--- config.mk ---
export PLATFORM = sky130hd
export DESIGN_NAME = line_follow_steering
export DESIGN_NICKNAME = d
export VERILOG_FILES = /design/src/rtl/lfs_pkg.sv /design/src/rtl/lfs_cell.sv /design/src/rtl/line_follow_steering.sv
export SDC_FILE = /design/constraint.sdc
export NUM_CORES = 1
export LEC_CHECK = 0
export BUFFER_PORTS_ARGS = -buffer_cell sky130_fd_sc_hd__buf_4
export CORE_ASPECT_RATIO = 1.5
export CORE_UTILIZATION = 50
export CTS_CLUSTER_DIAMETER = 120
export DETAILED_ROUTE_END_ITERATION = 10
export GPL_ROUTABILITY_DRIVEN = 0
export PLACE_DENSITY = 0.68
export SYNTH_ARGS = -nofsm -noshare
export SYNTH_HDL_FRONTEND = slang
export SYNTH_HIERARCHICAL = 1
export SYNTH_SLANG_ARGS = --single-unit
export TNS_END_PERCENT = 10
--- constraint.sdc ---
create_clock -name clk -period 13.4 [get_ports clk]
set_input_delay 1.34 -clock clk [delete_from_list [all_inputs] [get_ports clk]]
set_output_delay 1.34 -clock clk [all_outputs]
set_load 0.005 [all_outputs]
--- src/rtl/lfs_pkg.sv ---
// Shared types, codes and drive tables for the line follow steering block.
`timescale 1ns / 1ps
`default_nettype none
package lfs_pkg;

    typedef logic signed [2:0] err_t;
    typedef logic signed [7:0] drive_t;

    typedef enum logic [1:0] {
        MODE_HOLD   = 2'd0,
        MODE_SEARCH = 2'd1,
        MODE_TRACK  = 2'd2
    } mode_t;

    localparam logic [15:0] SAMPLE_PERIOD_RST = 16'd100;

    localparam drive_t SEARCH_POS_LEFT  = -8'sd50;
    localparam drive_t SEARCH_POS_RIGHT = 8'sd50;
    localparam drive_t SEARCH_NEG_LEFT  = 8'sd87;
    localparam drive_t SEARCH_NEG_RIGHT = -8'sd87;

    function automatic drive_t track_left(input err_t e);
        drive_t d;
        unique case (e)
            3'sd3, 3'sd2: d = -8'sd40;
            3'sd1:        d = 8'sd10;
            default:      d = 8'sd100;
        endcase
        return d;
    endfunction

    function automatic drive_t track_right(input err_t e);
        drive_t d;
        unique case (e)
            3'sd3, 3'sd2: d = 8'sd80;
            -3'sd1:       d = -8'sd20;
            -3'sd2:       d = -8'sd35;
            -3'sd3:       d = -8'sd45;
            default:      d = 8'sd100;
        endcase
        return d;
    endfunction

endpackage
`default_nettype wire

--- src/rtl/lfs_cell.sv ---
// One stage of the error window: holds one error and passes it on when the window shifts.
`timescale 1ns / 1ps
`default_nettype none
module lfs_cell (
    input  wire logic          clk,
    input  wire logic          rst_n,
    input  wire logic          shift_en,
    input  wire lfs_pkg::err_t d,
    output lfs_pkg::err_t      q
);
    import lfs_pkg::*;

    err_t val_reg;

    always_ff @(posedge clk or negedge rst_n)
    begin
        if (!rst_n)
        begin
            val_reg <= '0;
        end
        else if (shift_en)
        begin
            val_reg <= d;
        end
    end

    assign q = val_reg;

endmodule
`default_nettype wire

--- src/rtl/line_follow_steering.sv ---
// Top level: line error, drift window of cells, drive selection and output skid stage.
// The window shift and sum update are registered with the accepted transaction, as is its result.
// Throughput: one transaction per cycle while the skid entry is empty (s_tready high).
// A two-entry output stage (register plus skid) keeps input ready off the output handshake.
// Reset (rst_n, asynchronous, active low) clears the window, the sum, the last sample
// time and the held drive, and sets the sample period to 100 ms; no clearing pass is needed.
`timescale 1ns / 1ps
`default_nettype none
module line_follow_steering #(
    parameter int WINDOW_LEN = 30
) (
    input  wire logic        clk,
    input  wire logic        rst_n,
    input  wire logic        cfg_we,
    input  wire logic [15:0] cfg_wdata,     // sample_period_ms
    input  wire logic        s_tvalid,
    output logic             s_tready,
    input  wire logic [39:0] s_tdata,       // sensors[4:0], now_ms[36:5], zero pad
    output logic             m_tvalid,
    input  wire logic        m_tready,
    output logic [31:0]      m_tdata        // mode[1:0], left_drive[9:2], right_drive[17:10],
                                            // line_error[20:18], drift_sum[28:21], zero pad
);
    import lfs_pkg::*;

    localparam int SUM_RAW = $clog2(3 * WINDOW_LEN + 1) + 1;
    localparam int SUM_W   = (SUM_RAW > 8) ? SUM_RAW : 8;
    localparam int RES_W   = 29;

    typedef logic signed [SUM_W-1:0] sum_t;

    localparam sum_t SUM_MAX = sum_t'(3 * WINDOW_LEN);
    localparam sum_t SAT_HI  = sum_t'(127);
    localparam sum_t SAT_LO  = sum_t'(-128);

    logic [15:0] period_reg;
    logic [31:0] last_ms_reg, last_ms_next;
    sum_t        sum_reg, sum_next;
    drive_t      held_left_reg, held_left_next;
    drive_t      held_right_reg, held_right_next;

    logic             out_valid_reg, skid_valid_reg;
    logic [RES_W-1:0] out_reg, skid_reg;

    logic        accept;
    logic [4:0]  sensors;
    logic [31:0] now_ms;
    logic        line_seen;
    logic        take_sample;
    logic [31:0] elapsed;
    logic signed [3:0] err_wide;
    err_t        line_error;
    mode_t       mode;
    drive_t      drift_sum;
    logic [RES_W-1:0] result;

    err_t chain [WINDOW_LEN+1];

    assign sensors = s_tdata[4:0];
    assign now_ms  = s_tdata[36:5];

    assign s_tready = !skid_valid_reg;
    assign accept   = s_tvalid && s_tready;

    assign line_seen = (sensors != 5'd0);
    assign err_wide  = 4'sd2 * $signed({3'b000, sensors[0]}) + $signed({3'b000, sensors[1]})
                     - $signed({3'b000, sensors[3]}) - 4'sd2 * $signed({3'b000, sensors[4]});
    assign line_error = line_seen ? err_t'(err_wide) : '0;

    assign elapsed     = now_ms - last_ms_reg;
    assign take_sample = accept && line_seen && (elapsed > {16'd0, period_reg});

    // window as a shift line: the tail cell is the entry being overwritten
    assign chain[0] = line_error;
    genvar gi;
    generate
        for (gi = 0; gi < WINDOW_LEN; gi++)
        begin : g_cell
            lfs_cell u_cell (
                .clk      (clk),
                .rst_n    (rst_n),
                .shift_en (take_sample),
                .d        (chain[gi]),
                .q        (chain[gi+1])
            );
        end
    endgenerate

    always_comb
    begin
        sum_next     = sum_reg;
        last_ms_next = last_ms_reg;
        if (take_sample)
        begin
            sum_next     = sum_reg - sum_t'(chain[WINDOW_LEN]) + sum_t'(line_error);
            last_ms_next = now_ms;
        end
    end

    always_comb
    begin
        held_left_next  = held_left_reg;
        held_right_next = held_right_reg;
        mode            = MODE_HOLD;
        priority if (line_seen)
        begin
            held_left_next  = track_left(line_error);
            held_right_next = track_right(line_error);
            mode            = MODE_TRACK;
        end
        else if (sum_reg > sum_t'(0))
        begin
            held_left_next  = SEARCH_POS_LEFT;
            held_right_next = SEARCH_POS_RIGHT;
            mode            = MODE_SEARCH;
        end
        else if (sum_reg < sum_t'(0))
        begin
            held_left_next  = SEARCH_NEG_LEFT;
            held_right_next = SEARCH_NEG_RIGHT;
            mode            = MODE_SEARCH;
        end
        else
        begin
            mode = MODE_HOLD;
        end
    end

    always_comb
    begin
        priority if (sum_next > SAT_HI)
            drift_sum = 8'sd127;
        else if (sum_next < SAT_LO)
            drift_sum = -8'sd128;
        else
            drift_sum = drive_t'(sum_next);
    end

    assign result = {drift_sum, line_error, held_right_next, held_left_next, mode};

    always_ff @(posedge clk or negedge rst_n)
    begin
        if (!rst_n)
        begin
            period_reg     <= SAMPLE_PERIOD_RST;
            last_ms_reg    <= '0;
            sum_reg        <= '0;
            held_left_reg  <= '0;
            held_right_reg <= '0;
        end
        else
        begin
            if (cfg_we)
            begin
                period_reg <= cfg_wdata;
            end
            if (accept)
            begin
                last_ms_reg    <= last_ms_next;
                sum_reg        <= sum_next;
                held_left_reg  <= held_left_next;
                held_right_reg <= held_right_next;
            end
        end
    end

    // output register with skid entry
    always_ff @(posedge clk or negedge rst_n)
    begin
        if (!rst_n)
        begin
            out_valid_reg  <= 1'b0;
            skid_valid_reg <= 1'b0;
        end
        else if (skid_valid_reg)
        begin
            if (m_tready)
            begin
                skid_valid_reg <= 1'b0;
            end
        end
        else if (accept)
        begin
            if (!out_valid_reg || m_tready)
            begin
                out_valid_reg <= 1'b1;
            end
            else
            begin
                skid_valid_reg <= 1'b1;
            end
        end
        else if (m_tready)
        begin
            out_valid_reg <= 1'b0;
        end
    end

    always_ff @(posedge clk)
    begin
        if (skid_valid_reg)
        begin
            if (m_tready)
            begin
                out_reg <= skid_reg;
            end
        end
        else if (accept)
        begin
            if (!out_valid_reg || m_tready)
            begin
                out_reg <= result;
            end
            else
            begin
                skid_reg <= result;
            end
        end
    end

    assign m_tvalid = out_valid_reg;
    assign m_tdata  = {{(32 - RES_W){1'b0}}, out_reg};

    a_sum_range: assert property (@(posedge clk) disable iff (!rst_n)
        (sum_reg <= SUM_MAX) && (sum_reg >= -SUM_MAX))
        else $error("drift sum outside window bounds");

    a_skid_needs_out: assert property (@(posedge clk) disable iff (!rst_n)
        skid_valid_reg |-> out_valid_reg)
        else $error("skid entry held while output register empty");

    a_lost_line_keeps_sum: assert property (@(posedge clk) disable iff (!rst_n)
        (accept && !line_seen) |=> (sum_reg == $past(sum_reg)))
        else $error("drift sum changed on a lost-line transaction");

    a_no_accept_keeps_state: assert property (@(posedge clk) disable iff (!rst_n)
        !accept |=> ($stable(sum_reg) && $stable(last_ms_reg)))
        else $error("window state changed without an input transaction");

endmodule
`default_nettype wire

# Word-level counts from Yosys, hierarchy flattened
# Index checks and enable logic that the tools add are counted.
word_totals:
  reg_bits: 222
  elab_cells: 101
classes:
  addsub: 6
  order_cmp: 5
  n_eq_ne: 8
  muxes: 26
  bitwise_logic: 2
  reduce_logical: 15
op_table:
  columns: ["operator", "n"]
  rows:
  - ["$mux 29", 4]
  - ["$mux 8", 9]
  - ["$gt 32x16->1", 1]
  - ["$pmux 8 s4", 1]
  - ["$sub 32x32->32", 1]
  - ["$pmux 8 s2", 1]
  - ["$eq 3x3->1 const B", 3]
  - ["$mux 1", 9]
  - ["$reduce_and 3->1", 3]
  - ["$add 8x3->8", 1]
  - ["$gt 8x1->1 const B", 1]
  - ["$gt 8x8->1 const B", 1]
  - ["$lt 8x1->1 const B", 1]
  - ["$lt 8x8->1 const B", 1]
  - ["$sub 8x3->8", 1]
  - ["$eq 3x2->1 const B", 2]
  - ["$reduce_bool 2->1", 3]
  - ["$reduce_bool 5->1", 1]
  - ["$add 2x1->3", 1]
  - ["$eq 3x1->1 const B", 1]
  - ["$logic_and 1x1->1", 3]
  - ["$mux 3", 1]
  - ["$sub 3x1->3", 1]
  - ["$sub 3x3->3", 1]
  - ["other kinds (8)", 10]

# Longest topological paths before layout
# Gate-level depths: netlist of the first run.
depth:
  depth_word: 12
  mapped_depth: 22
  mapped_depth_nobuf: 20

# Cells and area by module
# Netlist of the first run, hierarchy kept.
modules_own_cells:
  columns: ["mod", "instances", "cells_per_inst", "area_each_um2", "seq_area_each_um2"]
  rows:
  - ["line_follow_steering", 1, 841, 8463.1, 3597.2]
  - ["lfs_cell", 30, 6, 108.9, 75.1]

# Worst setup path after synthesis of the first run
# OpenSTA, ideal clock, no wires.
synth_path:
  path_kind: "input -> register"
  from: "input s_tdata[5]"
  to: "register g_cell[0].u_cell.val_reg[0]"
  setup_time_ps: 130
  arrival_time_ps: 6886
  required_ps: 13270
  path_slack_ps: 6384
  path_stages: 21
  n_path_buf: 2
  path_cell_list: "inv_1 -> ha_1 -> fa_1 -> nand2b_1 -> a21oi_1 -> o21a_1 -> o21ai_1 -> xnor2_1 -> ha_1 -> and4_1 -> nand3_1 -> or3_1 -> a211oi_1 -> o211ai_1 -> a2111o_1 -> nor4_4 -> or2_1 -> buf_6 -> buf_2 -> inv_1 -> mux2_2"
synth_via:
  elab_chain_cells: 3
synth_rtl:
  columns: ["item", "line", "source"]
  rows:
  - ["start: declaration", "line_follow_steering.sv:18", "input wire logic [39:0] s_tdata,"]
  - ["$sub 32x32->32", "line_follow_steering.sv:70", "assign elapsed = now_ms - last_ms_reg;"]
  - ["$gt 32x16->1", "line_follow_steering.sv:71", "assign take_sample = accept && line_seen && (elapsed > {16'd0, period_reg});"]
  - ["$logic_and 1x1->1", "line_follow_steering.sv:71", null]
  - ["named net take_sample", "line_follow_steering.sv:49", "logic take_sample;"]
  - ["end signal: assignment", "lfs_cell.sv:19", "val_reg <= '0;"]
  - ["end signal: assignment", "lfs_cell.sv:23", "val_reg <= d;"]
  - ["end: declaration", "lfs_cell.sv:13", "err_t val_reg;"]
# The timed path passes the listed nets, and every way through them passes these cells.
# A chain may end at the register's enable or synchronous reset.

# Worst setup path in the final report of the first run
layout_path:
  from: "input s_tdata[5]"
  to: "register skid_reg[26] (data pin)"
layout_via:
  elab_chain_cells: 7
  word_cells_on_any_way: 8
  cone_classes: "add/sub: 1; order compare: 3; mux: 3; reduce/logical: 1"
layout_rtl:
  columns: ["item", "line", "source"]
  rows:
  - ["$sub 32x32->32 *", "line_follow_steering.sv:70", null]
  - ["$gt 32x16->1 *", "line_follow_steering.sv:71", null]
  - ["$logic_and 1x1->1 *", "line_follow_steering.sv:71", null]
  - ["$mux 8 *", "line_follow_steering.sv:93", "if (take_sample)"]
  - ["$lt 8x8->1", "line_follow_steering.sv:133", "else if (sum_next < SAT_LO)"]
  - ["$mux 8", "line_follow_steering.sv:133", null]
  - ["$mux 8 *", "line_follow_steering.sv:131", "priority if (sum_next > SAT_HI)"]
  - ["named net drift_sum[5]", "line_follow_steering.sv:54", "drive_t drift_sum;"]
  - ["end signal: assignment", "line_follow_steering.sv:216", "skid_reg <= result;"]
  - ["end: declaration", "line_follow_steering.sv:43", "logic [RES_W-1:0] out_reg, skid_reg;"]
# The timed path passes the listed nets; every way through them passes the cells marked *.

==> impl_metrics.yaml, run 1 <==
setup_path:
  crit_fanout: 51
  slowest_delay_ns: 0.62
  critPathArrivalTime_ns: 6.89
  start_kind: "input pin"
  path_delay_family: "simple AND/OR/NAND/NOR gates"
  slowest_stage: "buf_4"
  crit_chain: "buf_4, inv_1, ha_1, fa_1, nand2b_1, a21oi_1, o21a_1, o21ai_1, xnor2_1, ha_1, and4_1, nand3_1, or3_1, a211oi_1, o211ai_1, a2111o_1, nor4_4, or2_2, buf_4, mux2_1"
  worst-path-buf-inv: 3
  worst_ep_required_time_ns: 13.66
  criticalPathCategory: "in -> reg"
  end_kind: "flip-flop"
finish:
  multiInputGateArea_um2: 5300
  drive_gt1_share_pct: 26.4
  n_fill_cell: 1962
  finish.utilization_pct: 58.1
  seq_area_um2: 5850
  diodes: 0
  final_common_cell: "dfrtp_1"
  final_cell_mix: "dfrtp_1, mux2_2, buf_4"
  area_growth_pct: 14.3
  largest_reg_flops: 90
  fin_area_um2: 13400
  nNetsFinal: 1232
timing:
  fin_setup_tns_ns: 0
  drv_slew: 0
  tightest_slew_ns: 1.06
  finalSetupViolCount: 0
  worst_slack_ns: 6.77
  final_hold_viol_count: 0
  fmax_mhz: 151
  clock_skew_ns: 0.0139
  post-route-min-period_ns: 6.63
  grt_setup_unrepaired: "no"
  fin_crit_sh_pct: 49.5
  relSlewSlack_pct: 29.0
yosys:
  syn_area_um2: 11700
  synthArstFlopShare_pct: 73.9
  synth_cell_types: 68
  synthFlopType: "dfrtp_1"
  syn_inst: 1021
  synth_area_per_cell_um2: 11.5
  yosys_warnings: 6
  synth_edf_count: 58
  ys_seq_elements: 222
  synth.yosys.seq_area_share_pct: 49.9
floorplanning:
  fp-row-count: 68
  floorplan.die_area_um2: 24100
  die_h_um: 190
  io_pins: 95
  die_w_um: 127
  initial_core_util_pct: 50.9
  fp.coreArea_um2: 23100
place:
  numPortBuffers: 88
  place_area_um2: 12600
  dp_slack_ns: 6.23
  hpwl_um: 15800
drt:
  wl_met1_um: 9250
  routed-wl-met2_um: 11700
  drt-pass1-iter-count: 4
  drtIter0Drc: 359
  viasPerCell: 5.43
  routed_wl_um: 22500
  ant_nets: 0
  routed.top_layer: "met4"
  drcViolationCount: 0
  vias: 7815
  met3WireLength_um: 813
  avgRoutedWirePerCell_um: 15.6
clock_tree:
  path_clk_slew_ns: 0.06
  clock_latency_ns: 0.51
  cts-root-buf: "clkbuf_16"
  tritoncts: "done"
  cts.hold.buffers_added: 0
  h-tree-depth: 1
  ctsResizeCount: 0
  cts_num_sinks: 222
  cts_made_buffers: 23
  cts_setup_buffers: 0
  clock_path_buffers: 3
power_and_ir_drop:
  p_leak_nw: 6.13
  peakVddDrop_mv: 0.115
  p_per_area_nw_per_um2: 184
  power_w: 0.00246
global_routing:
  antenna_found_initial: 0
  grt_use_total_pct: 19.4
  gr-total-overflow: 0
  grt_pass1_wl_um: 37800
  grt_pass1_vias: 7953
  grt_max_degree: 91
min_path:
  min_path_type: "reg -> reg"
status:
  status: "completed"
flow_run:
  drv_cap: 0
[per-stage QoR]
stage	hold slack, ns	instances
final	0.479	1438
after global routing	0.514	1438
after CTS	0.482	1438
after detailed placement	0.468	1396
after global placement	0.459	1396
after floorplan	0.445	1023
[path summary, 6_finish.rpt]
check | depth (start not counted) | slack, ns | start | end
max | 20 | 6.77 | s_tdata[5] | skid_reg[26]$_DFFE_PP_
min | 2 | 0.48 | held_left_reg[6]$_DFFE_PN0P_ | held_left_reg[6]$_DFFE_PN0P_
max reg2reg | 18 | 7.39 | last_ms_reg[0]$_DFFE_PN0P_ | skid_reg[26]$_DFFE_PP_
min reg2reg | 2 | 0.48 | held_left_reg[6]$_DFFE_PN0P_ | held_left_reg[6]$_DFFE_PN0P_
max in group asynchronous | 2 | 11.02 | rst_n | g_cell[0].u_cell/q[2]$_DFFE_PN0P_
min in group asynchronous | 1 | 0.91 | rst_n | period_reg[8]$_DFFE_PN0P_
[final cells by class]
type,count,share of cell area (%)
clock buffer,30,4.86
clock inverter,12,0.943
inverter,94,2.64
multi-input combinational,669,39.6
sequential,222,43.7
tap,315,2.94
timing repair buffer,96,5.41
[tightest hold or removal path: stages, from the launching register on]
cell and delay, ns:
dfrtp_1 0.33, nand2_1 0.04, o21ai_0 0.06
[cell families (layout without fill, tap and decap cells)]
family                     Yosys count  in the layout  share of synthesized area [%]
other                                1              3                         0.0320
muxes                              155            155                           15.8
adders and majority gates           65             65                           7.51
and+or+nand+nor                    196            196                           7.73
xor gates and xnor gates            35             35                           2.61
buffers and inverters              132            232                           5.05
DFF                                222            222                           49.9
AOI/OAI and AO/OA                  215            215                           11.4
[cells in the mapped netlist (all sizes together) (4+ instances only)]
| master | number | area [µm²] |
|---|---|---|
| ha | 56 | 701 |
| nor4 | 4 | 40.0 |
| nand4 | 12 | 75.1 |
| or3 | 4 | 25.0 |
| edfxtp | 58 | 1740 |
| a21oi | 61 | 313 |
| and3 | 5 | 31.3 |
| o21a | 4 | 30.0 |
| nand3 | 11 | 55.1 |
| buf | 13 | 145 |
| clkbuf | 25 | 93.8 |
| nand2b | 12 | 75.1 |
| xnor2 | 25 | 219 |
| nand2 | 92 | 345 |
| a211oi | 7 | 57.6 |
| nor2 | 38 | 143 |
| mux2 | 154 | 1850 |
| fa | 9 | 180 |
| xor2 | 10 | 87.6 |
| o211ai | 16 | 120 |
| o21bai | 9 | 67.6 |
| a21o | 12 | 90.1 |
| dfrtp | 161 | 4030 |
| inv | 94 | 353 |
| nor3 | 5 | 25.0 |
| o21ai | 74 | 370 |
[report_power, final]
group	internal [W]	total (W)	switching, W
sequential	0.000895	0.000984	0.0000891
clock	0.000384	0.000648	0.000264
combinational	0.000407	0.000830	0.000423
total	0.00169	0.00246	0.000776
[metal layers]
| layer | vias up | global-route usage (%) |
|---|---|---|
| li1 | 3780 | - |
| met1 | 3824 | 23.8 |
| met2 | 165 | 34.9 |
| met3 | 46 | 2.22 |
| met4 | 0 | 7.60 |
| met5 | - | 0 |
No activity file was read; power rests on OpenSTA's default activity.
==> run 2: changes to the inputs <==
--- a/config.mk
+++ b/config.mk
@@ -5,6 +5,7 @@
 export SDC_FILE = /design/constraint.sdc
 export NUM_CORES = 1
 export LEC_CHECK = 0
+export ABC_AREA = 1
 export BUFFER_PORTS_ARGS = -buffer_cell sky130_fd_sc_hd__buf_4
 export CORE_ASPECT_RATIO = 1.5
 export CORE_UTILIZATION = 50
==> constraint.sdc (replaced) <==
create_clock -name clk -period 6.6 [get_ports clk]
set_input_delay 0.66 -clock clk [delete_from_list [all_inputs] [get_ports clk]]
set_output_delay 0.66 -clock clk [all_outputs]
set_load 0.005 [all_outputs]
==> run 2 against run 1 <==
Clock power rose by 96%. Sequential share of layout area fell by 2.2 points. Global-route usage rose by 1.6 points. Clock-buffer cell count fell by 1. Clock skew fell by 0.0017 ns. Cell count rose by 41%. Synthesized area rose by 5.5%. Critical endpoint is now last_ms_reg[23]$_DFFE_PN0P_. Worst setup slack got worse by 4.9 ns.
==> impl_metrics.yaml, run 2 <==
yosys:
  yosysTopAreaCell: "dfrtp_1"
  syn_area_um2: 12400
  synthFlopType: "dfrtp_1"
  synthMostInstantiatedCell: "nand2_1"
  synthArstFlopShare_pct: 73.9
  ys_seq_elements: 222
  synth_common_cells: "nand2_1, inv_1, dfrtp_1"
  yosysTopAreaCellShare_pct: 32.6
  yosys_warnings: 6
  synth_area_per_cell_um2: 7.75
  synth_edf_count: 58
  synth_cell_types: 41
  synth.yosys.seq_area_share_pct: 47.3
  syn_inst: 1596
  yosys-top-cells-area: "dfrtp_1, nand2_1, edfxtp_1, inv_1, ha_1"
floorplanning:
  initial_core_util_pct: 50.8
  io_pins: 95
  fp.coreArea_um2: 24300
  die_h_um: 195
  floorplan.die_area_um2: 25400
  fp-row-count: 70
  die_w_um: 130
power_and_ir_drop:
  p_per_area_nw_per_um2: 339
  power.net_switching_w: 0.00170
  share_comb_of_total_power_pct: 34.0
  power_frac_seq_pct: 39.4
  power_w: 0.00478
  swShare_pct: 35.5
  p_leak_nw: 7.70
  p_int_w: 0.00309
  clkPwrFrac_pct: 26.6
  peakVddDrop_mv: 0.232
setup_path:
  crit_fanout: 98
  end_kind: "flip-flop"
  criticalPathCategory: "reg -> reg"
  worst_ep_required_time_ns: 7.05
  r2r_setup_slack_ns: 1.91
  critPathArrivalTime_ns: 5.14
  start_kind: "flip-flop"
timing:
  fin_crit_sh_pct: 71.0
  relSlewSlack_pct: 40.2
  final_hold_viol_count: 0
  post-route-min-period_ns: 4.69
  tightest_slew_ns: 0.896
  finalSetupViolCount: 0
  clock_skew_ns: 0.0122
  fin_setup_tns_ns: 0
  grt_setup_unrepaired: "no"
  drv_slew: 0
  fmax_mhz: 213
clock_tree:
  clock_path_buffers: 3
  cts_num_sinks: 222
  h-tree-depth: 1
  cts-root-buf: "clkbuf_16"
  path_clk_slew_ns: 0.06
  clock_latency_ns: 0.54
  ctsResizeCount: 0
  cts_setup_buffers: 0
  tritoncts: "done"
  cts.hold.buffers_added: 0
  cts_made_buffers: 23
place:
  numPortBuffers: 88
  place_area_um2: 13400
  placed_cells: 1991
  hpwl_um: 18400
min_path:
  min_path_type: "in -> async"
finish:
  area_growth_pct: 13.9
  final_cell_mix: "nand2_1, inv_1, dfrtp_1"
  diodes: 0
  multiInputGateArea_um2: 5370
  final_common_cell: "nand2_1"
  n_fill_cell: 2284
  largest_reg_flops: 90
  post_layout_nonfiller_instances: 2033
  nNetsFinal: 1818
  drive_gt1_share_pct: 13.7
  finish.utilization_pct: 57.9
  seq_area_um2: 5850
  fin_area_um2: 14100
flow_run:
  drv_cap: 0
drt:
  routed_wl_um: 24800
  drcViolationCount: 0
  drtIter0Drc: 525
  drt-pass1-iter-count: 5
  viasPerCell: 4.77
  vias: 9691
  avgRoutedWirePerCell_um: 12.2
  ant_nets: 0
global_routing:
  grt_pass1_vias: 9350
  grt_use_total_pct: 21.1
  grt_max_degree: 99
  grt_pass1_wl_um: 43100
  antenna_found_initial: 0
  gr-total-overflow: 0
status:
  status: "completed"
## run 2: per-stage QoR
stage | setup WS, ns | hold WS [ns]
floorplan | 2.63 | 0.364
global placement | 1.60 | 0.454
detailed placement | 1.56 | 0.458
CTS | 1.89 | 0.253
global route | 1.40 | 0.288
finish | 1.91 | 0.225
## run 2: path summary, 6_finish.rpt
check | from | endpoint | cells after the start
max | last_ms_reg[0]$_DFFE_PN0P_ | last_ms_reg[23]$_DFFE_PN0P_ | 26
min | rst_n | last_ms_reg[17]$_DFFE_PN0P_ | 1
max reg2reg | last_ms_reg[0]$_DFFE_PN0P_ | last_ms_reg[23]$_DFFE_PN0P_ | 26
min reg2reg | g_cell[1].u_cell/q[1]$_DFFE_PN0P_ | g_cell[1].u_cell/q[1]$_DFFE_PN0P_ | 2
max in group asynchronous | rst_n | last_ms_reg[1]$_DFFE_PN0P_ | 2
min in group clk | m_tready | skid_valid_reg$_DFF_PN0_ | 2
## run 2: logic make-up after synthesis
logic type / after synthesis / synth area share [%]
buffers and inverters: 293 / 9.48
other: 1 / 0.0303
and+or+nand+nor: 871 / 28.4
DFF: 222 / 47.3
AOI/OAI and AO/OA: 119 / 5.87
adders and majority gates: 65 / 7.12
muxes: 1 / 0.0910
xor gates and xnor gates: 24 / 1.70
## run 2: area by class of cell
| cell class | instances | share of cell area [%] |
|---|---|---|
| flip-flops and latches | 222 | 41.5 |
| well taps | 324 | 2.88 |
| clock inverters | 13 | 0.852 |
| multi-input cells | 1083 | 38.1 |
| repair buffers | 94 | 5.12 |
| inverters | 268 | 7.17 |
| clock buffers | 29 | 4.38 |
## run 2: layer usage
layer  GRT usage [%]  vias to the layer above  wire length, µm
met5               0                        -                0
met4            9.41                        0              943
met3            2.48                       59              836
met2            35.5                      170            12000
met1            26.8                     4383            11000
li1                -                     5079                -
## run 2: power by group through the flow
stage / Sequential (W) / Clock (W) / Combinational [W]
finish: 0.00188 / 0.00127 / 0.00163
CTS: 0.00188 / 0.00131 / 0.00164
global placement: 0.00190 / 0 / 0.00159
global route: 0.00192 / 0.00137 / 0.00189
floorplan: 0.00188 / 0 / 0.00122
detailed placement: 0.00191 / 0 / 0.00164
## run 2: critical path: stages, from the launching register on
cell and delay (ns):
dfrtp_1 0.39, ha_1 0.23, fa_1 0.41, inv_1 0.12
nand2_1 0.07, nand2_1 0.14, nand4_1 0.10, nand3_1 0.18
xor2_1 0.13, ha_1 0.29, nand2_1 0.04, nor2_1 0.13
nand2_1 0.09, nor2_1 0.14, nand2_1 0.07, nand3_1 0.08
nand2_1 0.10, nand3_1 0.09, nor2_1 0.07, nand3_1 0.08
nor2_2 0.06, nand2_4 0.13, nand2_4 0.19, inv_6 0.64
buf_4 0.44, nand2_1 0.12, o21ai_2 0.07
